--- config.mk ---
export PLATFORM = sky130hd
export DESIGN_NAME = ttu_mul
export DESIGN_NICKNAME = d
export VERILOG_FILES = /design/src/design/ttu_mul.sv
export SDC_FILE = /design/constraint.sdc
export NUM_CORES = 2
export LEC_CHECK = 0
export BUFFER_PORTS_ARGS = -buffer_cell sky130_fd_sc_hd__buf_2
export CAP_MARGIN = 0
export CELL_PAD_IN_SITES_DETAIL_PLACEMENT = 1
export CELL_PAD_IN_SITES_GLOBAL_PLACEMENT = 2
export CORE_MARGIN = 5
export CORE_UTILIZATION = 37
export CTS_CLUSTER_SIZE = 28
export DETAILED_ROUTE_END_ITERATION = 10
export GPL_TIMING_DRIVEN = 0
export PLACE_DENSITY = 0.8
export SLEW_MARGIN = 5
export SYNTH_ARGS = -nofsm -noshare
export SYNTH_HDL_FRONTEND = slang
export SYNTH_SLANG_ARGS = --single-unit
--- constraint.sdc ---
create_clock -name clk -period 10.3 [get_ports clk]
set_clock_uncertainty 0.2 [all_clocks]
set_input_delay 2.06 -clock clk [delete_from_list [all_inputs] [get_ports clk]]
set_output_delay 2.06 -clock clk [all_outputs]
set_load 0.01 [all_outputs]
--- src/design/ttu_mul.sv ---
// ---------------------------------------------------------------------------
// ttu_mul
// 64x64 unsigned multiplier, one 32x32 partial product per cycle.
// ---------------------------------------------------------------------------
module ttu_mul (
  input  logic         clk,
  input  logic         rst_n,
  input  logic         start,
  input  logic [63:0]  x,
  input  logic [63:0]  y,
  output logic         done,
  output logic [127:0] p
);
  logic [63:0]  x_r, y_r;
  logic [127:0] acc_r;
  logic [2:0]   cnt_r;
  logic         busy_r;
  logic [31:0]  xa, ya;
  logic [63:0]  pp;
  logic [127:0] sh;

  always_comb begin
    xa = cnt_r[1] ? x_r[63:32] : x_r[31:0];
    ya = cnt_r[0] ? y_r[63:32] : y_r[31:0];
    pp = {32'd0, xa} * {32'd0, ya};
    sh = {64'd0, pp} << (7'd32 * ({6'd0, cnt_r[1]} + {6'd0, cnt_r[0]}));
  end

  always_ff @(posedge clk) begin
    if (!rst_n) begin
      busy_r <= 1'b0;
      cnt_r  <= '0;
      done   <= 1'b0;
    end else begin
      done <= 1'b0;
      if (start) begin
        busy_r <= 1'b1;
        cnt_r  <= '0;
        x_r    <= x;
        y_r    <= y;
        acc_r  <= '0;
      end else if (busy_r) begin
        acc_r <= acc_r + sh;
        cnt_r <= cnt_r + 3'd1;
        if (cnt_r == 3'd3) begin
          busy_r <= 1'b0;
          done   <= 1'b1;
        end
      end
    end
  end

  assign p = acc_r;
endmodule

After elaboration in Yosys (flattened, before gate mapping)
Index checks and enable logic that the tools add are counted.
{"block": "classes", "addsub": 3, "mul": 1, "eq_ne": 1, "n_shift": 1, "mux": 7, "n_bitwise": 2, "n_reduce_logical": 5}
{"op": "$add A128 B128 Y128", "count": 1}
{"op": "$mux W128", "count": 1}
{"op": "$shl A64 B7 Y128", "count": 1}
{"op": "$mul A32 B32 Y64", "count": 1}
{"op": "$mux W32", "count": 2}
{"op": "$mux W1", "count": 4}
{"op": "$reduce_and A2 Y1", "count": 2}
{"op": "$add A3 B1 Y3 const B", "count": 1}
{"op": "$eq A3 B2 Y1 const B", "count": 1}
{"op": "$reduce_or A3 Y1", "count": 1}
{"op": "$add A1 B1 Y2", "count": 1}
{"op": "$not A1 Y1", "count": 2}
{"op": "$reduce_bool A2 Y1", "count": 1}
{"op": "$reduce_or A2 Y1", "count": 1}
{"block": "totals", "reg_bits": 261, "in_bits": 131, "output_inout_bits": 129, "wordCells": 26}

Longest topological paths before layout
{"block": "logic_depth", "word_depth": 5, "mapped_depth": 45, "mapped_depth_nobuf": 40}

Worst setup path before layout
No wires, ideal clock.
{"block": "synth_timing", "path_type": "register -> register", "start": "register cnt_r[0]", "end": "register acc_r[120] (netlist: p[120]), data pin", "setup_ps": 260, "t_arrival_ps": 10740, "required_time_ps": 9840, "path_slack_ps": -901, "stages_incl_launch_ff": 40, "path_buffers": 4, "synth_period_minus_slack_ps": 11201, "path_cell_list": "dfxtp_1 clkbuf_1 buf_1 mux2i_1 clkbuf_1 nor2_1 fa_1 fa_1 fa_1 inv_1 fa_1 inv_1 fa_1 inv_1 fa_1 inv_1 fa_1 fa_1 [4 not listed] a31oi_1 o31a_1 a221o_1 a21oi_1 xor2_1 mux2i_1 and2_1 ha_1 clkbuf_1 nand4_1 or3_1 nor4_2 nand3_1 o211a_1 and3_1 o21a_1 o31a_1 mux2_4"}
{"block": "synth_between", "elab_chain_cells": 5}
{"element": "start: declaration", "line": "16", "rtl": "logic [2:0] cnt_r;"}
{"element": "start signal: assignment", "line": "44", "rtl": "cnt_r <= cnt_r + 3'd1;"}
{"element": "$mux W32", "line": "24", "rtl": "ya = cnt_r[0] ? y_r[63:32] : y_r[31:0];"}
{"element": "$mul A32 B32 Y64", "line": "25", "rtl": "pp = {32'd0, xa} * {32'd0, ya};"}
{"element": "$shl A64 B7 Y128 *", "line": "26", "rtl": "sh = {64'd0, pp} << (7'd32 * ({6'd0, cnt_r[1]} + {6'd0, cnt_r[0]}));"}
{"element": "$add A128 B128 Y128 *", "line": "43", "rtl": "acc_r <= acc_r + sh;"}
{"element": "$mux W128 *", "line": "42", "rtl": "end else if (busy_r) begin"}
{"element": "end signal: assignment", "line": "43"}
{"element": "end: declaration", "line": "15", "rtl": "logic [127:0] acc_r;"}
Every way passes the cells marked *; elsewhere a longest branch is shown, timed or not. The select of a mux whose other input is x is not followed.
A chain may end at the register's enable or synchronous reset.

Final worst setup path
{"block": "layout_timing", "start": "register cnt_r[1]", "end": "register acc_r[120] (netlist: p[120]), data pin"}
{"block": "layout_between", "elab_chain_cells": 5}
{"element": "$mux W32", "line": "23", "rtl": "xa = cnt_r[1] ? x_r[63:32] : x_r[31:0];"}
{"element": "$mul A32 B32 Y64", "line": "25"}
{"element": "$shl A64 B7 Y128 *", "line": "26"}
{"element": "$add A128 B128 Y128 *", "line": "43"}
{"element": "$mux W128 *", "line": "42"}
Marked as above.

==> flow_summary.ini <==
[placement]
gp_congestion = 0.9668
port_buffers = 258
place_hpwl_mm = 198.7

[route]
viasPerCell = 5.658
post-route-drc-count = 0
totalWireLength_mm = 255.1
drtIter0Drc = 3722
dr.pass1.iters = 5
vias = 47420
wl_per_cell_um = 30.44
antenna_left = 0

[clocking]
htree_levels = 2
cts.sinks = 261
insertion_delay_ns = 0.68
cts-root-buf = clkbuf_16
cts_hold_buf = 0
cts_tree = yes
cts_buffers = 40
cts_max_path_buffers = 3
clk_pin_slew_ns = 0.06

[global_routing]
track_usage_pct = 33.89
grt_max_degree = 62
grt_first_pass_wirelength_mm = 359.3
antenna_found_initial = 23
overflow = 0
grt_pass1_vias = 50860

[floorplan]
die_h_um = 382.1
initial_core_util_pct = 37.26
core_area_mm2 = 0.1375
die_x_um = 382.1
boundaryPins = 260
fp-row-count = 136
die_area_mm2 = 0.1460

[yosys]
syn_inst = 5775
synth_top_area_cell = fa_1
ys_types = 81
synth_area_leaders = fa_1 35%, edfxtp_1 15%, ha_1 9.6%
async_flop_share_pct = 0
syn-cell-area_mm2 = 0.05122
synth.avg_cell_area_um2 = 8.870
synth-edff-count = 256
synth_top_area_share_pct = 35.06
synth-seq-cells = 261
syn_nets = 7195
seq_area_frac_synth_pct = 15.20
ys.flop_type = edfxtp_1
ys_warn_count = 0

[run_status]
violations = negative setup slack
status = finished, violations left

[finish]
drive_gt1_share_pct = 27.33
utilization_pct = 49.64
final_common_cell = inv_1
final_cell_mix = 888 x inv_1, 857 x nor2_1, 829 x fa_1
num-nets-final = 7964
area_growth_pct = 33.24

[sta]
fin_crit_sh_pct = 115.3
worst_hold_slack_ns = 0.3412
slew_viol_final = 0
finalHoldViolCount = 0
fin_crit_ns = 11.87
rsz0062_at_grt = true
relSlewSlack_pct = 19.12
max_freq_mhz = 84.22
setup_viol = 86
tightest_slew_ns = 1.213
post-route-worst-setup-slack_ns = -1.574

[critical_path]
cp.required_ns = 10.50
slowest_delay_ns = 0.64
cp_slowest_cell = fa_2
path_class = reg2reg
cp_common_cell = fa_1
cp-end-kind = flip-flop
crit_family = adder cells
start_kind = flip-flop
path_max_fanout = 10
worst_ep_arrival_time_ns = 12.08
worst-path-buf-inv = 10

[flow_run]
maxCapViolations = 0

[hold_path]
hp-class = reg2reg
## cells in the mapped netlist (8+ instances only)
master / instances
a31oi_1: 29
a21oi_1: 292
o21bai_1: 46
mux2_2: 65
nor4_1: 12
and4_1: 12
or3_1: 8
nor3_1: 34
o21a_1: 19
o22ai_1: 35
and2_1: 47
o31ai_1: 12
nand3_1: 48
o211ai_1: 25
edfxtp_1: 256
nand2b_1: 29
nand2_1: 648
xnor2_1: 107
buf_2: 20
and3_1: 23
clkbuf_1: 229
o21ai_0: 134
ha_1: 392
xor2_1: 75
mux2i_1: 84
a21o_1: 76
buf_1: 20
fa_1: 897
a211oi_1: 21
nor2b_1: 51
inv_1: 906
nor2_1: 912
o21ai_1: 33
nand4_1: 69
## path summary, 6_finish.rpt
| kind | slack [ns] | end | start | cells after the start |
|---|---|---|---|---|
| min | 0.34 | cnt_r[2] | cnt_r[2] | 2 |
| min reg2reg | 0.34 | cnt_r[2] | cnt_r[2] | 2 |
| max reg2reg | -1.57 | p[120] | cnt_r[1] | 41 |
| max | -1.57 | p[120] | cnt_r[1] | 41 |
## state kept, by name, indices dropped and copies added (netlist names)
| name | cells |
|---|---|
| x_r | 64 |
| cnt_r | 3 |
| busy_r | 1 |
| p | 128 |
| y_r | 64 |
| done | 1 |
## routing by layer
metal | up-vias | global-route usage (%) | share of wire [%]
li1 | 20020 | - | -
met1 | 24520 | 41.34 | 38
met4 | 10 | 20.37 | 7.9
met2 | 2175 | 55.27 | 46
met3 | 692 | 7.209 | 8.3
met5 | - | 0 | 0.029
## final cells by class
| cell class | count | area [um2] |
|---|---|---|
| sequential | 261 | 7795 |
| inverter | 906 | 3406 |
| antenna | 10 | 25.02 |
| fill | 15380 | 69240 |
| clock buffer | 43 | 1012 |
| clock inverter | 31 | 480.5 |
| timing repair buffer | 760 | 6335 |
| tap | 1794 | 2245 |
| buffer | 240 | 2690 |
| multi-input combinational | 4335 | 44260 |
## timing repair
item | in CTS | in global routing
gates resized for setup | 1044 | 473
setup buffers | 307 | 182
gates cloned | 13 | 3
pin swaps | 220 | 283
setup endpoints to repair | 112 | 103
## per-stage QoR
| stage | TNS, ns | setup slack, ns | instances | area [um2] |
|---|---|---|---|---|
| global placement | -344.13 | -4.395 | 7827 | 55340 |
| finish | -85.83 | -1.574 | 8380 | 68250 |
| detailed placement | -329.20 | -4.305 | 7836 | 55540 |
| CTS | -79.15 | -1.356 | 8211 | 64820 |
| global route | -104.11 | -1.766 | 8370 | 68230 |
| floorplan | 0 | 0.0006608 | 5775 | 51800 |
## cells by family (layout without fill, tap and decap cells)
kind of cell	count (synthesis)	count (layout)	share of synthesized area, %
buffers and inverters	1179	1980	8.713
adders and majority gates	1289	1289	44.63
DFF	261	261	15.20
muxes	151	151	3.122
xor gates and xnor gates	182	182	3.112
other	0	10	0
and+or+nand+nor	1915	1915	15.68
AOI/OAI and AO/OA	798	798	9.541
## worst reg2reg max path, delay by kind of cell (launching register included)
| kind | cells | cell delay, ns |
|---|---|---|
| multiplexers | 2 | 0.60 |
| adder cells (fa/ha/maj) | 10 | 4.94 |
| AND/OR/NAND/NOR | 7 | 1.30 |
| buffers and inverters | 10 | 1.50 |
| flip-flops | 1 | 0.37 |
| XOR/XNOR | 1 | 0.27 |
| AO/OA/AOI/OAI | 11 | 2.47 |
Power is not shown: default switching activity piles up to over one toggle a cycle in this logic, so the estimate is an artifact.
