**src/design/ttu_pkg.sv**
```systemverilog
// ---------------------------------------------------------------------------
// ttu_pkg
// Shared constants and types for the Taylor series trigonometric unit.
// ---------------------------------------------------------------------------
package ttu_pkg;

  localparam int FRAC_BITS = 28;
  localparam int ACC_WIDTH = 48;
  localparam int ANGLE_W   = 32;
  localparam int OP_W      = 3;
  localparam int MAX_TERMS = 64;
  localparam int INNER_W   = 64;

  localparam logic [63:0] INNER_MAX  = 64'h3FFF_FFFF_FFFF_FFFF;
  localparam logic [63:0] HALFPI_Q62 = 64'h6487_ED51_10B4_611A;
  localparam logic [63:0] HALFPI_RND = 64'd1 << (61 - FRAC_BITS);
  localparam logic [63:0] HALFPI_SUM = HALFPI_Q62 + HALFPI_RND;
  localparam logic [63:0] HALFPI     = HALFPI_SUM >> (62 - FRAC_BITS);
  localparam logic [63:0] ONE        = 64'd1 << FRAC_BITS;

  localparam logic [OP_W-1:0] OP_SIN = 3'd0;
  localparam logic [OP_W-1:0] OP_COS = 3'd1;
  localparam logic [OP_W-1:0] OP_TAN = 3'd2;
  localparam logic [OP_W-1:0] OP_COT = 3'd3;
  localparam logic [OP_W-1:0] OP_SEC = 3'd4;
  localparam logic [OP_W-1:0] OP_CSC = 3'd5;

  typedef struct packed {
    logic [63:0] hi;
    logic [63:0] lo;
    logic [63:0] d;
  } div_req_t;

  typedef struct packed {
    logic [63:0] q;
    logic        clip;
  } div_rsp_t;

endpackage

```
**src/design/ttu_div.sv**
```systemverilog
// ---------------------------------------------------------------------------
// ttu_div
// Restoring divider for a 128-bit dividend by a 64-bit divisor, one bit a cycle.
// ---------------------------------------------------------------------------
module ttu_div (
  input  logic                clk,
  input  logic                rst_n,
  input  logic                start,
  input  ttu_pkg::div_req_t   req,
  output logic                done,
  output ttu_pkg::div_rsp_t   rsp
);
  logic [64:0] r_r;
  logic [63:0] lo_r, q_r, d_r;
  logic [6:0]  cnt_r;
  logic        busy_r;
  logic [64:0] rs;
  logic        ge;

  always_comb begin
    rs = {r_r[63:0], lo_r[63]};
    ge = rs >= {1'b0, d_r};
  end

  always_ff @(posedge clk) begin
    if (!rst_n) begin
      busy_r <= 1'b0;
      done   <= 1'b0;
      cnt_r  <= '0;
    end else begin
      done <= 1'b0;
      if (start) begin
        if (req.hi >= req.d) begin
          done     <= 1'b1;
          rsp.q    <= ttu_pkg::INNER_MAX;
          rsp.clip <= 1'b1;
        end else begin
          busy_r <= 1'b1;
          r_r    <= {1'b0, req.hi};
          lo_r   <= req.lo;
          d_r    <= req.d;
          q_r    <= '0;
          cnt_r  <= '0;
        end
      end else if (busy_r) begin
        r_r   <= ge ? rs - {1'b0, d_r} : rs;
        lo_r  <= {lo_r[62:0], 1'b0};
        q_r   <= {q_r[62:0], ge};
        cnt_r <= cnt_r + 7'd1;
        if (cnt_r == 7'd63) begin
          busy_r <= 1'b0;
          done   <= 1'b1;
          if ({q_r[62:0], ge} > ttu_pkg::INNER_MAX) begin
            rsp.q    <= ttu_pkg::INNER_MAX;
            rsp.clip <= 1'b1;
          end else begin
            rsp.q    <= {q_r[62:0], ge};
            rsp.clip <= 1'b0;
          end
        end
      end
    end
  end
endmodule
```
**config.mk**
```make
export PLATFORM = sky130hd
export DESIGN_NAME = ttu_div
export DESIGN_NICKNAME = d
export VERILOG_FILES = /design/src/design/ttu_pkg.sv /design/src/design/ttu_div.sv
export SDC_FILE = /design/constraint.sdc
export NUM_CORES = 1
export LEC_CHECK = 0
export BUFFER_PORTS_ARGS = -buffer_cell sky130_fd_sc_hd__buf_4
export CAP_MARGIN = 25
export CORE_ASPECT_RATIO = 0.6
export CORE_MARGIN = 2
export CORE_UTILIZATION = 35
export CTS_BUF_LIST = sky130_fd_sc_hd__clkbuf_4
export CTS_CLUSTER_DIAMETER = 150
export CTS_CLUSTER_SIZE = 20
export DETAILED_ROUTE_END_ITERATION = 10
export PLACE_DENSITY = 0.54
export RECOVER_POWER = 100
export SLEW_MARGIN = 20
export SYNTH_ARGS = -nofsm -noshare
export SYNTH_HDL_FRONTEND = slang
export SYNTH_SLANG_ARGS = --single-unit
```
**constraint.sdc**
```tcl
create_clock -name clk -period 18.1 [get_ports clk]
set_clock_uncertainty 0.15 [all_clocks]
set_input_delay 1.81 -clock clk [delete_from_list [all_inputs] [get_ports clk]]
set_output_delay 1.81 -clock clk [all_outputs]
set_load 0.01 [all_outputs]
```
; Yosys cells after proc, flatten, opt, wreduce, memory -nomap -nowiden
; Index checks and enable logic that the tools add are counted.
[word_totals]
ff_bits = 329
inputBits = 195
output_inout_bits = 66
elab_cells = 50
[op_classes]
addsub = 2
order_cmp = 3
eq_ne = 3
n_mux = 26
bitwise_logic = 1
reduce_logical = 6
[ops]
columns = op, count
row1 = 2-to-1 mux 64 bit, 7
row2 = 2-to-1 mux 65 bit, 5
row3 = 2-to-1 mux 63 bit, 3
row4 = greater-or-equal comparator 65 x 64 -> 1 bit, 1
row5 = greater-or-equal comparator 64 bit, 1
row6 = > comparator 64 x 62 -> 1 bit (second input constant), 1
row7 = subtractor 64 bit, 1
row8 = 2-to-1 mux 7 bit, 3
row9 = 2-to-1 mux 1 bit, 8
row10 = adder 7 x 1 -> 7 bit (second input constant), 1
row11 = equality test 7 x 6 -> 1 bit (second input constant), 1
row12 = AND reduction 3 bit, 2
row13 = AND reduction 4 bit, 1
row14 = nonzero test 2 bit, 2
row15 = inequality test 2 x 1 -> 1 bit (second input constant), 1
row16 = inequality test 2 bit (second input constant), 1
row17 = AND reduction 2 bit, 1
row18 = NOT 1 bit, 1

; Longest topological paths before layout
[logic_depth]
ltp_word = 6
ltp_mapped = 16
mapped_depth_nobuf = 14

; Worst setup path after synthesis
; Ideal clock, no wire load.
[synth_timing]
path_kind = input -> register
from = input req[21] (netlist name)
to = register lo_r[0], enable pin
setup_ns = 0.806
arrival_time_ns = 13.151
slack_ns = 3.993
stages = 12
cell_sequence = inv_1 ha_1 a21o_1 a21o_1 a221oi_1 o31a_1 o21ai_0 a211oi_1 o311ai_0 o311ai_0 nand3_1 a21oi_1
[synth_between]
elab_chain_cells = 3
[synth_rtl]
columns = element, line
row1 = start: declaration, ttu_div.sv:9  ; input ttu_pkg::div_req_t req,
row2 = greater-or-equal comparator 64 bit, ttu_div.sv:33  ; if (req.hi >= req.d) begin
row3 = inequality test 2 bit (no line), n/a
row4 = AND reduction 3 bit (no line), n/a
row5 = end signal: assignment, ttu_div.sv:40  ; lo_r <= req.lo;
row6 = end signal: assignment, ttu_div.sv:47  ; lo_r <= {lo_r[62:0], 1'b0};
row7 = end: declaration, ttu_div.sv:14  ; logic [63:0] lo_r, q_r, d_r;
; Every way passes these cells.
; A chain may end at the register's enable or synchronous reset.

; Worst setup path in the final report
[layout_timing]
from = input start
to = register lo_r[32], enable pin
[layout_between]
elab_chain_cells = 2
word_cells_on_any_way = 3
classes_between = 1 x eq/ne / 2 x reduce/logical
[layout_rtl]
columns = element, line
row1 = start: declaration, ttu_div.sv:8  ; input logic start,
row2 = inequality test 2 bit (no line) / nonzero test 2 bit (equally long branches), n/a
row3 = AND reduction 3 bit (no line) (*), n/a
; Every way passes the cells marked *; elsewhere a longest branch is shown, timed or not.

==> run metrics <==
Cell Area, Synth approximately 18,000 um^2; drt first-iter violations 851; vias in the first global route between 10k and 15k; internal reg-to-reg setup slack 10.49 ns; Detailed Place HPWL around 37,000 um; sequential area share after synthesis around 53%; Initial Util between 30% and 40%; Top Ports 261; clock root cell clkbuf_4; worst ir drop on vdd roughly 38 uV; hold buffer count at cts 0; CTS sink count between 300 and 400; Worst Path Arrival 11.18 ns; YS warnings 0; drt wl/cell just under 20 um; commonest non-fill, non-tap cell in the layout edfxtp_1; status finished with violations; count of cell types in the netlist 74; Clock transition at path regs around 0.20 ns; max_cap viols 14; Power Dens Cells between 70 and 80 nW/um^2; Hold Violations, Final 0; Setup CP Type primary input to register; First-pass DRT Iterations 5; crit path max fanout 68; Post-synth EDFFs 320; die area about 55,000 um^2; violated checks capacitance limit, slew limit; most frequent cells in the layout 320 x edfxtp_1, 154 x inv_1, 129 x ha_1, 129 x buf_4, 110 x a21oi_1; Mapped Avg Cell Area approximately 11 um^2; clk_lat worst skew 0.83 ns; leak pwr ~8.1 nW; WL final 49,900 um; pin count of the biggest net entering global routing 81; Nets approximately 2.2k; Floorplan Core Area roughly 52,000 um^2; relative slew slack -188%; share of cells above drive strength 1 15.3%; clock buffer depth 3; most area-consuming cells after synthesis edfxtp_1 52%, ha_1 8.7%, mux2_2 4.8%; cell count after synthesis around 1.6k; final setup vio count 0; Yosys top cell area share a little over half; Post-CTS Setup Bufs 0; crit share post-route about 60%; HP Class register to register; global-route usage over all layers 18.0%; num rows 65; Setup TNS 0 ns; Max Fclk about 93 MHz; Die Y around 180 um; die width 301 um; initial antenna violation count 9; Area growth, synth to finish 13.7%; CTS buffer count 20; Worst-Margin Slew approximately 4.3 ns; H-tree levels 1; cell taking the most area after synthesis edfxtp_1; RSZ-0062 raised after global routing no; grt total ovfl 0; crit start category primary input; antenna-violating nets left 0; fin util around two fifths; post-route design area ~21,000 um^2; final RePlAce weighted congestion 0.906; vias per cell 5.11; ys async rst share 0%; CP Capture Type register; Placement Cell Area around 21,000 um^2; input/output buffers 260; max-slew violation count between 700 and 800; total vias in the final route about 13k; worst endpoint required time ~18 ns; Synth Register Bits 329; Tmin final between 10 and 15 ns; main flop type after synthesis edfxtp_1; Post-route DRC 0; global-route wire length before repair between 70,000 and 80,000 um; Post-CTS Resized 0; CTS tree built
[critical path: stages]
cell and delay (ns):
clkbuf_1 2.51, clkbuf_1 2.46, inv_1 1.10, nand2_1 0.55
a21oi_4 0.09, clkbuf_1 0.99, clkbuf_1 1.02, buf_16 0.49
[kinds of logic after synthesis]
kind of cell               synth area share, %
muxes                                     5.03
xor gates and xnor gates                  2.94
DFF                                       53.0
buffers and inverters                     4.68
adders and majority gates                 8.85
AOI/OAI and AO/OA                         13.5
and+or+nand+nor                           12.0
other                                   0.0203
[area by class of cell]
| cell class | instances | area (um^2) |
|---|---|---|
| Fill cell | 5209 | 31300 |
| Sequential cell | 329 | 9790 |
| Multi-Input combinational cell | 1076 | 7820 |
| Timing Repair Buffer | 272 | 1670 |
| Tap cell | 703 | 880 |
| Inverter | 154 | 578 |
| Clock buffer | 29 | 218 |
| Clock inverter | 1 | 16.3 |
| Antenna cell | 5 | 12.5 |
[per-stage QoR]
step	hold WS, ns	total power (W)	worst slack (ns)	instances
floorplan	0.299	0.00121	3.99	1627
global placement	0.315	0.00133	10.97	2533
detailed placement	0.334	0.00133	10.91	2533
CTS	0.358	0.00166	11.80	2563
global route	0.389	0.00173	6.33	2566
finish	0.356	0.00164	7.29	2569
[flip-flops by register name, indices dropped and copies added, names as in the netlist]
register  cells
rsp          65
done          1
cnt_r         7
lo_r         64
d_r          64
r_r          64
q_r          63
busy_r        1
[Yosys cell counts (5+ instances only)]
library cell / number
o21bai_1: 12
o31ai_1: 9
nand2b_1: 70
a221o_1: 15
a21oi_1: 111
o21ai_0: 77
a21o_1: 54
and3_1: 20
nand2_1: 107
o21a_1: 31
clkbuf_1: 45
buf_1: 6
buf_2: 13
a221oi_1: 6
a31oi_1: 5
mux2_2: 79
ha_1: 129
dfxtp_1: 9
nand3_1: 17
nor4_1: 5
nand4_1: 34
xor2_1: 25
nor2b_1: 72
and2_1: 5
inv_1: 154
edfxtp_1: 320
xnor2_1: 37
nor2_1: 51
o211ai_1: 19
nor3_1: 19
a211oi_1: 8
[final timing paths]
path / from / endpoint / depth (start not counted)
setup / recovery: start / lo_r[32]$_DFFE_PP_ / 8
setup reg to reg: r_r[13]$_DFFE_PP_ / r_r[32]$_DFFE_PP_ / 13
hold / removal: busy_r$_SDFFE_PN0P_ / busy_r$_SDFFE_PN0P_ / 2
hold reg to reg: busy_r$_SDFFE_PN0P_ / busy_r$_SDFFE_PN0P_ / 2
[layer usage]
layer	global-route usage (%)	wire, um	up-vias
met5	0	83	-
met4	2.50	485	12
met3	3.35	2840	40
met2	26.2	21100	300
met1	27.9	25400	6419
li1	-	-	6358
[where the power goes]
group | internal [W] | switching (W)
clock network | 0.0000737 | 0.000245
logic | 0.000171 | 0.000238
registers | 0.000897 | 0.0000163
total | 0.00114 | 0.000499
Note: power is estimated with default switching activity, not from simulation.
